$ cat src/hw/rtl/shell_command_line_lexer_assert.svh
// ---------------------------------------------------------------------------
// Assertion macros for the command line lexer
// ---------------------------------------------------------------------------
`ifndef SHELL_COMMAND_LINE_LEXER_ASSERT_SVH
`define SHELL_COMMAND_LINE_LEXER_ASSERT_SVH

// Same-cycle implication, sampled on clk, off while rst_n is low.
`define SCLX_ASSERT_IMP(label, ante, cons, msg) \
    label: assert property (@(posedge clk) disable iff (!rst_n) (ante) |-> (cons)) \
        else $error(msg);

// Next-cycle implication, sampled on clk, off while rst_n is low.
`define SCLX_ASSERT_NXT(label, ante, cons, msg) \
    label: assert property (@(posedge clk) disable iff (!rst_n) (ante) |=> (cons)) \
        else $error(msg);

`endif

$ cat src/hw/rtl/sclx_pkg.sv
// ---------------------------------------------------------------------------
// sclx_pkg
// Types, character codes and token building functions of the lexer.
// ---------------------------------------------------------------------------
package sclx_pkg;

    localparam int MAX_RES = 4;

    // token kinds
    localparam logic [2:0] KIND_BYTE      = 3'd0;
    localparam logic [2:0] KIND_WORD_END  = 3'd1;
    localparam logic [2:0] KIND_EMPTY     = 3'd2;
    localparam logic [2:0] KIND_LINE_OK   = 3'd3;
    localparam logic [2:0] KIND_UNMATCHED = 3'd4;
    localparam logic [2:0] KIND_BAD_ESC   = 3'd5;

    // separator codes
    localparam logic [3:0] SEP_NONE       = 4'd0;
    localparam logic [3:0] SEP_LT         = 4'd4;
    localparam logic [3:0] SEP_SEMI       = 4'd5;
    localparam logic [3:0] SEP_LPAR       = 4'd6;
    localparam logic [3:0] SEP_RPAR       = 4'd7;
    // doubled operator code is the single operator code plus this
    localparam logic [3:0] SEP_DOUBLE_OFS = 4'd7;

    // pending operator codes (equal to the single operator separator codes)
    localparam logic [1:0] OP_NONE = 2'd0;
    localparam logic [1:0] OP_AMP  = 2'd1;
    localparam logic [1:0] OP_GT   = 2'd2;
    localparam logic [1:0] OP_BAR  = 2'd3;

    // quote peek stages
    localparam logic [1:0] QP_IDLE = 2'd0;
    localparam logic [1:0] QP_ONE  = 2'd1;
    localparam logic [1:0] QP_TWO  = 2'd2;

    // characters
    localparam logic [7:0] CH_TAB    = 8'h09;
    localparam logic [7:0] CH_NL     = 8'h0A;
    localparam logic [7:0] CH_SPACE  = 8'h20;
    localparam logic [7:0] CH_QUOTE  = 8'h22;
    localparam logic [7:0] CH_AMP    = 8'h26;
    localparam logic [7:0] CH_LPAR   = 8'h28;
    localparam logic [7:0] CH_RPAR   = 8'h29;
    localparam logic [7:0] CH_SEMI   = 8'h3B;
    localparam logic [7:0] CH_LT     = 8'h3C;
    localparam logic [7:0] CH_GT     = 8'h3E;
    localparam logic [7:0] CH_BSLASH = 8'h5C;
    localparam logic [7:0] CH_BAR    = 8'h7C;

    typedef struct packed {
        logic       in_quote;
        logic       escape_pending;
        logic       word_open;
        logic       any_word_in_line;
        logic [1:0] pending_operator;
        logic [1:0] quote_peek_stage;
        logic       discarding;
    } state_t;

    localparam state_t ST_CLEAR = '0;

    typedef struct packed {
        logic [2:0] kind;
        logic [7:0] char_out;
        logic [3:0] separator;
    } result_t;

    // working record while one byte is lexed
    typedef struct packed {
        state_t                    st;
        result_t [MAX_RES-1:0]     res;
        logic [2:0]                n;
    } acc_t;

    function automatic acc_t f_emit(acc_t a, logic [2:0] k, logic [7:0] c,
                                    logic [3:0] s);
        acc_t r;
        r = a;
        if (a.n < 3'(MAX_RES))
        begin
            r.res[a.n[1:0]].kind      = k;
            r.res[a.n[1:0]].char_out  = c;
            r.res[a.n[1:0]].separator = s;
            r.n = a.n + 3'd1;
        end
        return r;
    endfunction

    function automatic acc_t f_add_byte(acc_t a, logic [7:0] c);
        acc_t r;
        r = f_emit(a, KIND_BYTE, c, SEP_NONE);
        r.st.word_open        = 1'b1;
        r.st.any_word_in_line = 1'b1;
        return r;
    endfunction

    function automatic acc_t f_end_word(acc_t a, logic [3:0] s);
        acc_t r;
        r = a;
        if (a.st.word_open && a.st.any_word_in_line)
        begin
            r = f_emit(a, KIND_WORD_END, 8'd0, s);
            r.st.word_open = 1'b0;
        end
        return r;
    endfunction

    function automatic logic [7:0] f_op_char(logic [1:0] p);
        logic [7:0] c;
        case (p)
            OP_AMP:  c = CH_AMP;
            OP_GT:   c = CH_GT;
            default: c = CH_BAR;
        endcase
        return c;
    endfunction

    function automatic logic [1:0] f_op_code(logic [7:0] b);
        logic [1:0] p;
        case (b)
            CH_AMP:  p = OP_AMP;
            CH_GT:   p = OP_GT;
            default: p = OP_BAR;
        endcase
        return p;
    endfunction

    function automatic logic [3:0] f_sep_code(logic [7:0] b);
        logic [3:0] s;
        case (b)
            CH_LT:   s = SEP_LT;
            CH_SEMI: s = SEP_SEMI;
            CH_LPAR: s = SEP_LPAR;
            default: s = SEP_RPAR;
        endcase
        return s;
    endfunction

    // ordinary lexing of one byte
    function automatic acc_t f_lex(acc_t a, logic [7:0] b);
        acc_t r;
        r = a;
        if (r.st.escape_pending && b != CH_BSLASH && b != CH_QUOTE)
        begin
            r = f_emit(r, KIND_BAD_ESC, 8'd0, SEP_NONE);
            r.st = ST_CLEAR;
            r.st.discarding = (b != CH_NL);
        end
        else
        begin
            case (b)
                CH_TAB, CH_SPACE:
                begin
                    if (r.st.in_quote)
                        r = f_add_byte(r, b);
                    else
                        r = f_end_word(r, SEP_NONE);
                end
                CH_NL:
                begin
                    r = f_end_word(r, SEP_NONE);
                    r = f_emit(r, r.st.in_quote ? KIND_UNMATCHED : KIND_LINE_OK,
                               8'd0, SEP_NONE);
                    r.st = ST_CLEAR;
                end
                CH_BSLASH:
                begin
                    if (r.st.escape_pending)
                    begin
                        r = f_add_byte(r, b);
                        r.st.escape_pending = 1'b0;
                    end
                    else
                        r.st.escape_pending = 1'b1;
                end
                CH_QUOTE:
                begin
                    if (r.st.escape_pending)
                    begin
                        r = f_add_byte(r, b);
                        r.st.escape_pending = 1'b0;
                    end
                    else
                    begin
                        r.st.in_quote = ~r.st.in_quote;
                        if (!r.st.word_open)
                            r.st.quote_peek_stage = QP_ONE;
                    end
                end
                CH_LT, CH_SEMI, CH_LPAR, CH_RPAR:
                begin
                    if (r.st.in_quote)
                        r = f_add_byte(r, b);
                    else
                    begin
                        r = f_end_word(r, SEP_NONE);
                        r = f_add_byte(r, b);
                        r = f_end_word(r, f_sep_code(b));
                    end
                end
                CH_AMP, CH_GT, CH_BAR:
                begin
                    if (r.st.in_quote)
                        r = f_add_byte(r, b);
                    else
                    begin
                        r = f_end_word(r, SEP_NONE);
                        r = f_add_byte(r, b);
                        r.st.pending_operator = f_op_code(b);
                    end
                end
                default:
                    r = f_add_byte(r, b);
            endcase
        end
        return r;
    endfunction

endpackage

$ cat src/hw/rtl/sclx_byte_if.sv
// ---------------------------------------------------------------------------
// sclx_byte_if
// Input channel: one command line byte per transaction.
// ---------------------------------------------------------------------------
interface sclx_byte_if;
    logic       valid;
    logic       ready;
    logic [7:0] byte_in;

    modport source (output valid, output byte_in, input ready);
    modport sink   (input valid, input byte_in, output ready);
endinterface

$ cat src/hw/rtl/sclx_token_if.sv
// ---------------------------------------------------------------------------
// sclx_token_if
// Output channel: one token per transaction.
// ---------------------------------------------------------------------------
interface sclx_token_if;
    logic       valid;
    logic       ready;
    logic [2:0] kind;
    logic [7:0] char_out;
    logic [3:0] separator;
    logic       last_of_run;

    modport source (output valid, output kind, output char_out, output separator,
                    output last_of_run, input ready);
    modport sink   (input valid, input kind, input char_out, input separator,
                    input last_of_run, output ready);
endinterface

$ cat src/hw/rtl/shell_command_line_lexer.sv
// ---------------------------------------------------------------------------
// shell_command_line_lexer
// Byte-at-a-time shell command line tokenizer.
// ---------------------------------------------------------------------------
// Takes one command line byte per transaction on chars and emits tokens on
// tokens: word bytes, word ends with a separator code, empty words and a line
// status at each newline. A byte is lexed in the cycle it is accepted and its
// zero to four tokens land in a four-slot result register that drains one
// token per cycle while tokens.ready is high, last_of_run marking the final
// token of each byte. Bytes that give one token or none stream at one byte
// per cycle while tokens.ready is high; a byte with more holds the input until
// its tokens drain one slot at a time through the single token port.
// Operators & > | are held back one byte to spot a doubled form. After a bad
// escape the rest of the line is dropped without tokens.
`include "shell_command_line_lexer_assert.svh"

module shell_command_line_lexer
    import sclx_pkg::*;
(
    input  logic         clk,
    input  logic         rst_n,
    sclx_byte_if.sink    chars,
    sclx_token_if.source tokens
);

    state_t                st_reg;
    state_t                st_next;
    result_t [MAX_RES-1:0] step_res;
    logic [2:0]            step_count;
    logic                  can_load;
    logic                  accept;

    assign chars.ready = can_load;
    assign accept      = chars.valid && chars.ready;

    sclx_step u_step (
        .st      (st_reg),
        .byte_in (chars.byte_in),
        .st_next (st_next),
        .res     (step_res),
        .count   (step_count)
    );

    always_ff @(posedge clk or negedge rst_n)
    begin
        if (!rst_n)
            st_reg <= ST_CLEAR;
        else if (accept)
            st_reg <= st_next;
    end

    sclx_outbuf u_outbuf (
        .clk      (clk),
        .rst_n    (rst_n),
        .load     (accept),
        .res_in   (step_res),
        .count_in (step_count),
        .can_load (can_load),
        .tokens   (tokens)
    );

    // while dropping a line nothing else of the line state may survive
    `SCLX_ASSERT_IMP(a_discard_clean, st_reg.discarding, st_reg.pending_operator == OP_NONE && !st_reg.in_quote && !st_reg.escape_pending && !st_reg.word_open, "line state left while discarding")
    // a newline always leaves a fresh line
    `SCLX_ASSERT_NXT(a_newline_clears, accept && chars.byte_in == CH_NL, st_reg == ST_CLEAR, "line state not cleared by newline")
    // tokens of one byte follow each other with no gap
    `SCLX_ASSERT_NXT(a_run_continues, tokens.valid && tokens.ready && !tokens.last_of_run, tokens.valid, "token run broken")

endmodule

$ cat src/hw/rtl/sclx_step.sv
// ---------------------------------------------------------------------------
// sclx_step
// Lexes one byte against the line state: next state and up to four tokens.
// ---------------------------------------------------------------------------
module sclx_step
    import sclx_pkg::*;
(
    input  state_t                st,
    input  logic [7:0]            byte_in,
    output state_t                st_next,
    output result_t [MAX_RES-1:0] res,
    output logic [2:0]            count
);

    acc_t a;
    logic do_lex;

    always_comb
    begin
        a      = '0;
        a.st   = st;
        do_lex = 1'b0;
        if (st.discarding)
        begin
            if (byte_in == CH_NL)
                a.st = ST_CLEAR;
        end
        else if (st.pending_operator != OP_NONE)
        begin
            a.st.pending_operator = OP_NONE;
            if (byte_in == f_op_char(st.pending_operator))
            begin
                a = f_add_byte(a, byte_in);
                a = f_end_word(a, {2'b00, st.pending_operator} + SEP_DOUBLE_OFS);
            end
            else
            begin
                // single operator: close it, then lex the byte as usual
                a      = f_end_word(a, {2'b00, st.pending_operator});
                do_lex = 1'b1;
            end
        end
        else if (st.quote_peek_stage == QP_ONE)
        begin
            a.st.quote_peek_stage = QP_IDLE;
            if (byte_in == CH_QUOTE)
            begin
                a.st.in_quote         = ~a.st.in_quote;
                a.st.quote_peek_stage = QP_TWO;
            end
            else
                do_lex = 1'b1;
        end
        else if (st.quote_peek_stage == QP_TWO)
        begin
            a.st.quote_peek_stage = QP_IDLE;
            // "" at word start then white space or newline: empty word
            if (byte_in == CH_SPACE || byte_in == CH_TAB || byte_in == CH_NL)
            begin
                a = f_emit(a, KIND_EMPTY, 8'd0, SEP_NONE);
                a.st.any_word_in_line = 1'b1;
            end
            do_lex = 1'b1;
        end
        else
        begin
            a.st.quote_peek_stage = QP_IDLE;
            do_lex = 1'b1;
        end
        if (do_lex)
            a = f_lex(a, byte_in);
    end

    assign st_next = a.st;
    assign res     = a.res;
    assign count   = a.n;

endmodule

$ cat src/hw/rtl/sclx_outbuf.sv
// ---------------------------------------------------------------------------
// sclx_outbuf
// Result register: holds the tokens of one byte and hands them out in order.
// ---------------------------------------------------------------------------
module sclx_outbuf
    import sclx_pkg::*;
(
    input  logic                  clk,
    input  logic                  rst_n,
    input  logic                  load,
    input  result_t [MAX_RES-1:0] res_in,
    input  logic [2:0]            count_in,
    output logic                  can_load,
    sclx_token_if.source          tokens
);

    result_t [MAX_RES-1:0] res_reg;
    logic [1:0]            pos_reg;
    logic [1:0]            pos_next;
    logic [2:0]            left_reg;
    logic [2:0]            left_next;
    logic                  pop;

    assign pop = tokens.valid && tokens.ready;
    // empty, or the last token goes out this cycle
    assign can_load = (left_reg == 3'd0) || (left_reg == 3'd1 && tokens.ready);

    always_comb
    begin
        pos_next  = pos_reg;
        left_next = left_reg;
        if (load)
        begin
            pos_next  = 2'd0;
            left_next = count_in;
        end
        else if (pop)
        begin
            pos_next  = pos_reg + 2'd1;
            left_next = left_reg - 3'd1;
        end
    end

    always_ff @(posedge clk or negedge rst_n)
    begin
        if (!rst_n)
        begin
            pos_reg  <= 2'd0;
            left_reg <= 3'd0;
        end
        else
        begin
            pos_reg  <= pos_next;
            left_reg <= left_next;
        end
    end

    always_ff @(posedge clk)
    begin
        if (load)
            res_reg <= res_in;
    end

    assign tokens.valid       = (left_reg != 3'd0);
    assign tokens.kind        = res_reg[pos_reg].kind;
    assign tokens.char_out    = res_reg[pos_reg].char_out;
    assign tokens.separator   = res_reg[pos_reg].separator;
    assign tokens.last_of_run = (left_reg == 3'd1);

endmodule
$ cat src/flat_wrapper.sv
// flat-port wrapper written by rule: the top's interface ports become plain ports
module shell_command_line_lexer_flat import sclx_pkg::*;
  (clk, rst_n, chars_valid, chars_byte_in, chars_ready, tokens_valid, tokens_kind, tokens_char_out, tokens_separator, tokens_last_of_run, tokens_ready);
  sclx_byte_if chars_i ();
  sclx_token_if tokens_i ();
  input  logic clk;
  input  logic rst_n;
  input wire logic [$bits(chars_i.valid)-1:0] chars_valid;
  input wire logic [$bits(chars_i.byte_in)-1:0] chars_byte_in;
  output wire logic [$bits(chars_i.ready)-1:0] chars_ready;
  output wire logic [$bits(tokens_i.valid)-1:0] tokens_valid;
  output wire logic [$bits(tokens_i.kind)-1:0] tokens_kind;
  output wire logic [$bits(tokens_i.char_out)-1:0] tokens_char_out;
  output wire logic [$bits(tokens_i.separator)-1:0] tokens_separator;
  output wire logic [$bits(tokens_i.last_of_run)-1:0] tokens_last_of_run;
  input wire logic [$bits(tokens_i.ready)-1:0] tokens_ready;
  assign chars_i.valid = chars_valid;
  assign chars_i.byte_in = chars_byte_in;
  assign chars_ready = chars_i.ready;
  assign tokens_valid = tokens_i.valid;
  assign tokens_kind = tokens_i.kind;
  assign tokens_char_out = tokens_i.char_out;
  assign tokens_separator = tokens_i.separator;
  assign tokens_last_of_run = tokens_i.last_of_run;
  assign tokens_i.ready = tokens_ready;
  shell_command_line_lexer u_core (.clk(clk), .rst_n(rst_n), .chars(chars_i), .tokens(tokens_i));
endmodule
$ cat config.mk
export PLATFORM = sky130hd
export DESIGN_NAME = shell_command_line_lexer_flat
export DESIGN_NICKNAME = d
export VERILOG_FILES = /design/src/hw/rtl/sclx_pkg.sv /design/src/hw/rtl/sclx_byte_if.sv /design/src/hw/rtl/sclx_token_if.sv /design/src/hw/rtl/shell_command_line_lexer.sv /design/src/hw/rtl/sclx_step.sv /design/src/hw/rtl/sclx_outbuf.sv /design/src/flat_wrapper.sv
export VERILOG_INCLUDE_DIRS = /design/src /design/src/hw/rtl
export SDC_FILE = /design/constraint.sdc
export NUM_CORES = 1
export LEC_CHECK = 0
export ABC_AREA = 1
export BUFFER_PORTS_ARGS = -buffer_cell sky130_fd_sc_hd__buf_2
export CELL_PAD_IN_SITES_DETAIL_PLACEMENT = 1
export CELL_PAD_IN_SITES_GLOBAL_PLACEMENT = 2
export CORE_UTILIZATION = 37
export CTS_CLUSTER_DIAMETER = 80
export DETAILED_ROUTE_END_ITERATION = 8
export PLACE_DENSITY = 0.93
export SLEW_MARGIN = 20
export SYNTH_ARGS = -nofsm -noshare
export SYNTH_HDL_FRONTEND = slang
export SYNTH_SLANG_ARGS = --single-unit
$ cat constraint.sdc
create_clock -name clk -period 5.3 [get_ports clk]
set_clock_uncertainty 0.2 [all_clocks]
set_input_delay 0.265 -clock clk [delete_from_list [all_inputs] [get_ports clk]]
set_output_delay 0.265 -clock clk [all_outputs]
set_load 0.05 [all_outputs]
# Word-level counts from Yosys, hierarchy flattened
# Index checks and enable logic that the tools add are counted.
totals:
  output_inout_bits: 18
  register_bits: 74
  in_bits: 12
classes:
  reduce_logical: 23
  add_sub_neg: 9
  n_mux: 137
  bitwise_logic: 2
  order_cmp: 19
  n_eq_ne: 21
ops:
  columns: ["operator", "count"]
  rows:
  - ["60-bit bitwise mux", 24]
  - ["72-bit two-way mux", 16]
  - ["63-bit two-way mux", 14]
  - ["15-bit demux with 2-bit select", 18]
  - ["72-bit one-hot mux with 6 select lines", 1]
  - ["70-bit two-way mux", 5]
  - ["64-bit two-way mux", 2]
  - ["15-bit two-way mux", 7]
  - ["12-bit two-way mux", 6]
  - ["69-bit two-way mux", 1]
  - ["8-bit by 6-bit equality test with 1-bit output (second input constant)", 8]
  - ["18-bit two-way mux", 3]
  - ["4-bit two-way mux", 11]
  - ["15-bit binary-select mux with 2-bit select", 1]
  - ["2-bit by 3-bit < comparator with 1-bit output (second input constant)", 7]
  - ["3-bit by 1-bit adder with 3-bit output (second input constant)", 6]
  - ["3-bit < comparator (second input constant)", 6]
  - ["9-bit two-way mux", 2]
  - ["8-bit by 4-bit equality test with 1-bit output (second input constant)", 2]
  - ["8-bit by 7-bit equality test with 1-bit output (second input constant)", 2]
  - ["8-bit two-way mux", 2]
  - ["3-bit two-way mux", 5]
  - ["2-bit two-way mux", 7]
  - ["7-bit one-hot mux with 2 select lines", 1]
  - ["23 further kinds", 54]

# Longest topological paths before layout
logic_depth:
  word_depth: 57
  ltp_mapped: 28
  depth_no_buf: 28

# Hierarchy
# A second synthesis with hierarchy kept.
unflattened:
  cells_unflattened: 829
  area_unflattened_um2: 5993.2
modules_own_cells:
  columns: ["mod", "instances", "area_each_um2", "cells_each"]
  rows:
  - ["sclx_step", 1, 3072.9, 600]
  - ["sclx_outbuf", 1, 2533.7, 189]
  - ["shell_command_line_lexer", 1, 386.6, 40]

# Worst setup path after synthesis
# Ideal clock, no wire load.
synth_timing:
  kind: "register to register"
  start: "register u_core.u_outbuf.left_reg[1]"
  end: "register u_core.st_reg[1] (netlist name)"
  t_arrival_ns: 4.377
  stages_incl_launch_ff: 13
  setup_slack_ns: 0.595
  n_path_buf: 1
  setup_ns: 0.128
  cell_sequence: "dfrtp_1 inv_1 ha_1 inv_1 nor2_1 nand2_1 nand2_1 nand2_1 inv_1 clkbuf_1 o21ai_0 o22ai_1 inv_1"
synth_between:
  elab_chain_cells: 4
  word_cells_on_any_way: 5
synth_lines:
  columns: ["element", "line", "text"]
  rows:
  - ["start, declared", "sclx_outbuf.sv:20", "logic [2:0] left_reg;"]
  - ["start signal, assigned", "sclx_outbuf.sv:54", "left_reg <= left_next;"]
  - ["3-bit by 1-bit equality test with 1-bit output", null, null]
  - ["via tokens_last_of_run", "flat_wrapper.sv:15", "output wire logic [$bits(tokens_i.last_of_run)-1:0] tokens_last_of_run;"]
  - ["1-bit logical AND", "sclx_outbuf.sv:26", "assign can_load = (left_reg == 3'd0) || (left_reg == 3'd1 && tokens.ready);"]
  - ["1-bit logical OR", "sclx_outbuf.sv:26", null]
  - ["via chars_ready", "flat_wrapper.sv:10", "output wire logic [$bits(chars_i.ready)-1:0] chars_ready;"]
  - ["1-bit logical AND", "shell_command_line_lexer.sv:34", "assign accept = chars.valid && chars.ready;"]
  - ["via u_core.accept", "shell_command_line_lexer.sv:31", "logic accept;"]
  - ["end signal, assigned", "shell_command_line_lexer.sv:49", "st_reg <= st_next;"]
  - ["end, declared", "shell_command_line_lexer.sv:26", "state_t st_reg;"]
# The timed path passes the listed nets, and every way through them passes these cells.
# A chain may end at the register's enable or synchronous reset.

==> impl_metrics.tcl <==
set metrics [dict create \
    cts_buffers 9 \
    rsz0062_at_grt "no" \
    synth-seq-cells 71 \
    critPathMaxStageDelay_ns 0.47 \
    start_util 0.386 \
    cp.required_ns 5.19 \
    synthFlopType "edfxtp_1" \
    clockBufferDepth 2 \
    placed_area_mm2 0.00620 \
    clk_pin_slew_ns 0.06 \
    syn_area_mm2 0.00595 \
    die_w_um 129 \
    grt_usage 0.296 \
    cap_violations 0 \
    core_area_mm2 0.0154 \
    cpMostUsedCell "inv_1" \
    synth.distinct_cells 48 \
    min_path_type "input pin to async pin" \
    min_period_over_period 0.869 \
    hold_viol 0 \
    slew_headroom 0.387 \
    worst_pin_slew_ns 0.920 \
    crit_start "u_core.st_reg[3]" \
    syn_to_final_growth_pct 9.84 \
    crit_slowest_cell "dfrtp_1" \
    netlist_instances 812 \
    slew_viol_final 0 \
    leakagePower_nw 2.74 \
    critPathArrivalTime_ns 4.50 \
    cts_tree "done" \
    stdcell_count 1042 \
    reg2reg_to "u_core.u_outbuf.res_reg[1]" \
    grt_start_max_net_pins 41 \
    powerDensity_mw_per_mm2 591 \
    cp_num_buf_inv 6 \
    io_pins 30 \
    r2r_cells 23 \
    final.setup.tns_ns 0 \
    setup_viol_count_final 0 \
    r2r_slack_ns 0.69 \
    wl_per_cell_um 22.2 \
    routed_wl_um 23100 \
    cp_cell_sequence "inv_1, ha_1, nor2_2, nand2_1, nor2_1, nand2_2, nand2_4, inv_2, ha_1, inv_1, nand2_1, nand2_1, inv_1, ha_1, o22ai_2, ha_1, inv_1, nor2_1, inv_1, nor2_1, o21ai_0, o21ai_0, a21oi_1" \
    drive_above_1_share 0.170 \
    placedCellCount 1025 \
    rows 45 \
    drtPass1Iterations 5 \
    timing.rr.start "u_core.st_reg[3]" \
    route.detailed.drc 0 \
    crit_type "flip-flop to flip-flop" \
    drt_iter0_markers 554 \
    nFillCells 1974 \
    port_buffers 29 \
    ant_nets 0 \
    clockRootBuffer "clkbuf_16" \
    postLayoutCellArea_mm2 0.00654 \
    fp.dieH_um 129 \
    synth_nets 841 \
    critPathMaxFanout 8 \
    path_depth 23 \
    largest_register_ffs 57 \
    antenna_found_initial 0 \
    async_reset_ff_frac 0.197 \
    die-area_mm2 0.0166 \
    yosysWarnings 0 \
    clock.fmax_mhz 217 \
    via_per_inst 5.81 \
    grt_pass1_vias 6254 \
    fin_util 0.424 \
    htreeDepth 3 \
    dp_hpwl_um 17200 \
    synth-seq-area-share 0.347 \
    route.vias.total 6051 \
    final_nets 855 \
    synth_enable_flop_cells 57 \
    clkSinkCount 71 \
    diodes 0 \
    insertion_delay_ns 0.35 \
    start_kind "flip-flop" \
    gp_congestion 0.962 \
    status "finished, final reports clean" \
    avgSynthCellArea_um2 7.33 \
    crit_end "u_core.u_outbuf.res_reg[1]" \
    cp_top_family "simple AND/OR/NAND/NOR gates" \
    peakVddDrop_mv 0.385 \
    cp-end-kind "flip-flop" \
    period_needed_ns 4.61 \
    grt_pass1_wl_um 36400 \
    grt_overflow 0 \
]
## stage by stage
| stage | setup WS [ns] | hold WS [ns] | power (mW) |
|---|---|---|---|
| 6_report | 0.692 | 0.166 | 3.86 |
| 5_1_grt | 0.221 | 0.214 | 4.11 |
| 4_1_cts | 0.720 | 0.178 | 3.85 |
| 3_5_place_dp | 0.765 | 0.0144 | 3.16 |
| 3_3_place_gp | 0.891 | -0.00108 | 3.11 |
| 2_1_floorplan | 0.595 | -0.231 | 2.55 |
## synth_stat cells, types with 12 or more instances
cell,n,area (um^2)
a21oi_1,46,230
a31oi_1,12,75.1
clkbuf_1,16,60.1
dfrtp_1,14,350
edfxtp_1,57,1710
ha_1,17,213
inv_1,81,304
inv_2,17,63.8
nand2_1,141,529
nand2_2,18,113
nand3_1,55,275
nor2_1,97,364
nor3_1,15,75.1
o21ai_0,78,390
o21ai_1,14,70.1
o22ai_1,19,119
## layout make-up
cell class / instances / area [um^2] / share of cell area
Clock buffer: 10 / 229 / 0.0350
Clock inverter: 6 / 92.6 / 0.0142
Inverter: 107 / 413 / 0.0632
Multi-Input combinational cell: 598 / 3250 / 0.498
Sequential cell: 71 / 2060 / 0.315
Tap cell: 211 / 264 / 0.0404
Timing Repair Buffer: 39 / 223 / 0.0341
## worst register-to-register path, cell delays in order (launching register included)
cell and delay, ns:
dfrtp_1 0.47, inv_1 0.10, ha_1 0.27, nor2_2 0.29, nand2_1 0.09, nor2_1 0.15, nand2_2 0.16, nand2_4 0.15
inv_2 0.08, ha_1 0.33, inv_1 0.09, nand2_1 0.09, nand2_1 0.14, inv_1 0.08, ha_1 0.28, o22ai_2 0.25
ha_1 0.27, inv_1 0.10, nor2_1 0.29, inv_1 0.10, nor2_1 0.12, o21ai_0 0.10, o21ai_0 0.07, a21oi_1 0.09
## per-layer routing
metal / global-route usage / wire length, um / vias up
met5: 0 / 0 / -
met4: 0.136 / 923 / 0
li1: - / - / 2805
met2: 0.465 / 10500 / 212
met1: 0.396 / 10300 / 2973
met3: 0.0536 / 1420 / 61
## repair_timing
item,in CTS,in global routing
resized for setup,0,0
hold buffers,1,0
endpoints found under the hold margin,14,0
endpoints found under the setup margin,0,0
buffers inserted,0,0
## placed cells by master, fill, tap and decap left out, types with 10 or more instances in the layout
master      n
nor2_1     97
inv_2      18
buf_2      29
inv_1      80
nand2_1   141
nand3_1    55
ha_1       17
a31oi_1    12
nand2_2    18
dfrtp_1    14
o211ai_1   10
o21ai_0    78
a21oi_1    46
nor3_1     15
edfxtp_1   57
o21ai_1    14
o22ai_1    19
## where the power goes
group / leakage [nW] / switching, mW / total, mW / internal [mW]
clock network: 0.149 / 0.257 / 0.672 / 0.415
logic: 1.89 / 1.77 / 2.36 / 0.590
registers: 0.700 / 0.0782 / 0.831 / 0.753
## kinds of logic after synthesis
family	synth area share
compound gates	0.202
xor+xnor	0.00273
fa+ha+maj	0.0357
buf+inv	0.107
flops	0.347
simple gates	0.306
## worst min path at each step
stage | from | end | slack [ns] | depth (start not counted)
final | rst_n | u_core.st_reg[7] | 0.17 | 2
after global routing | rst_n | u_core.st_reg[7] | 0.21 | 2
after CTS | rst_n | u_core.st_reg[7] | 0.18 | 2
after detailed placement | rst_n | u_core.st_reg[8] | 0.01 | 1
after global placement | rst_n | u_core.st_reg[7] | -0.001 | 1
after floorplan | rst_n | u_core.st_reg[0] | -0.23 | 0
Power figures use the tool's default switching activity.
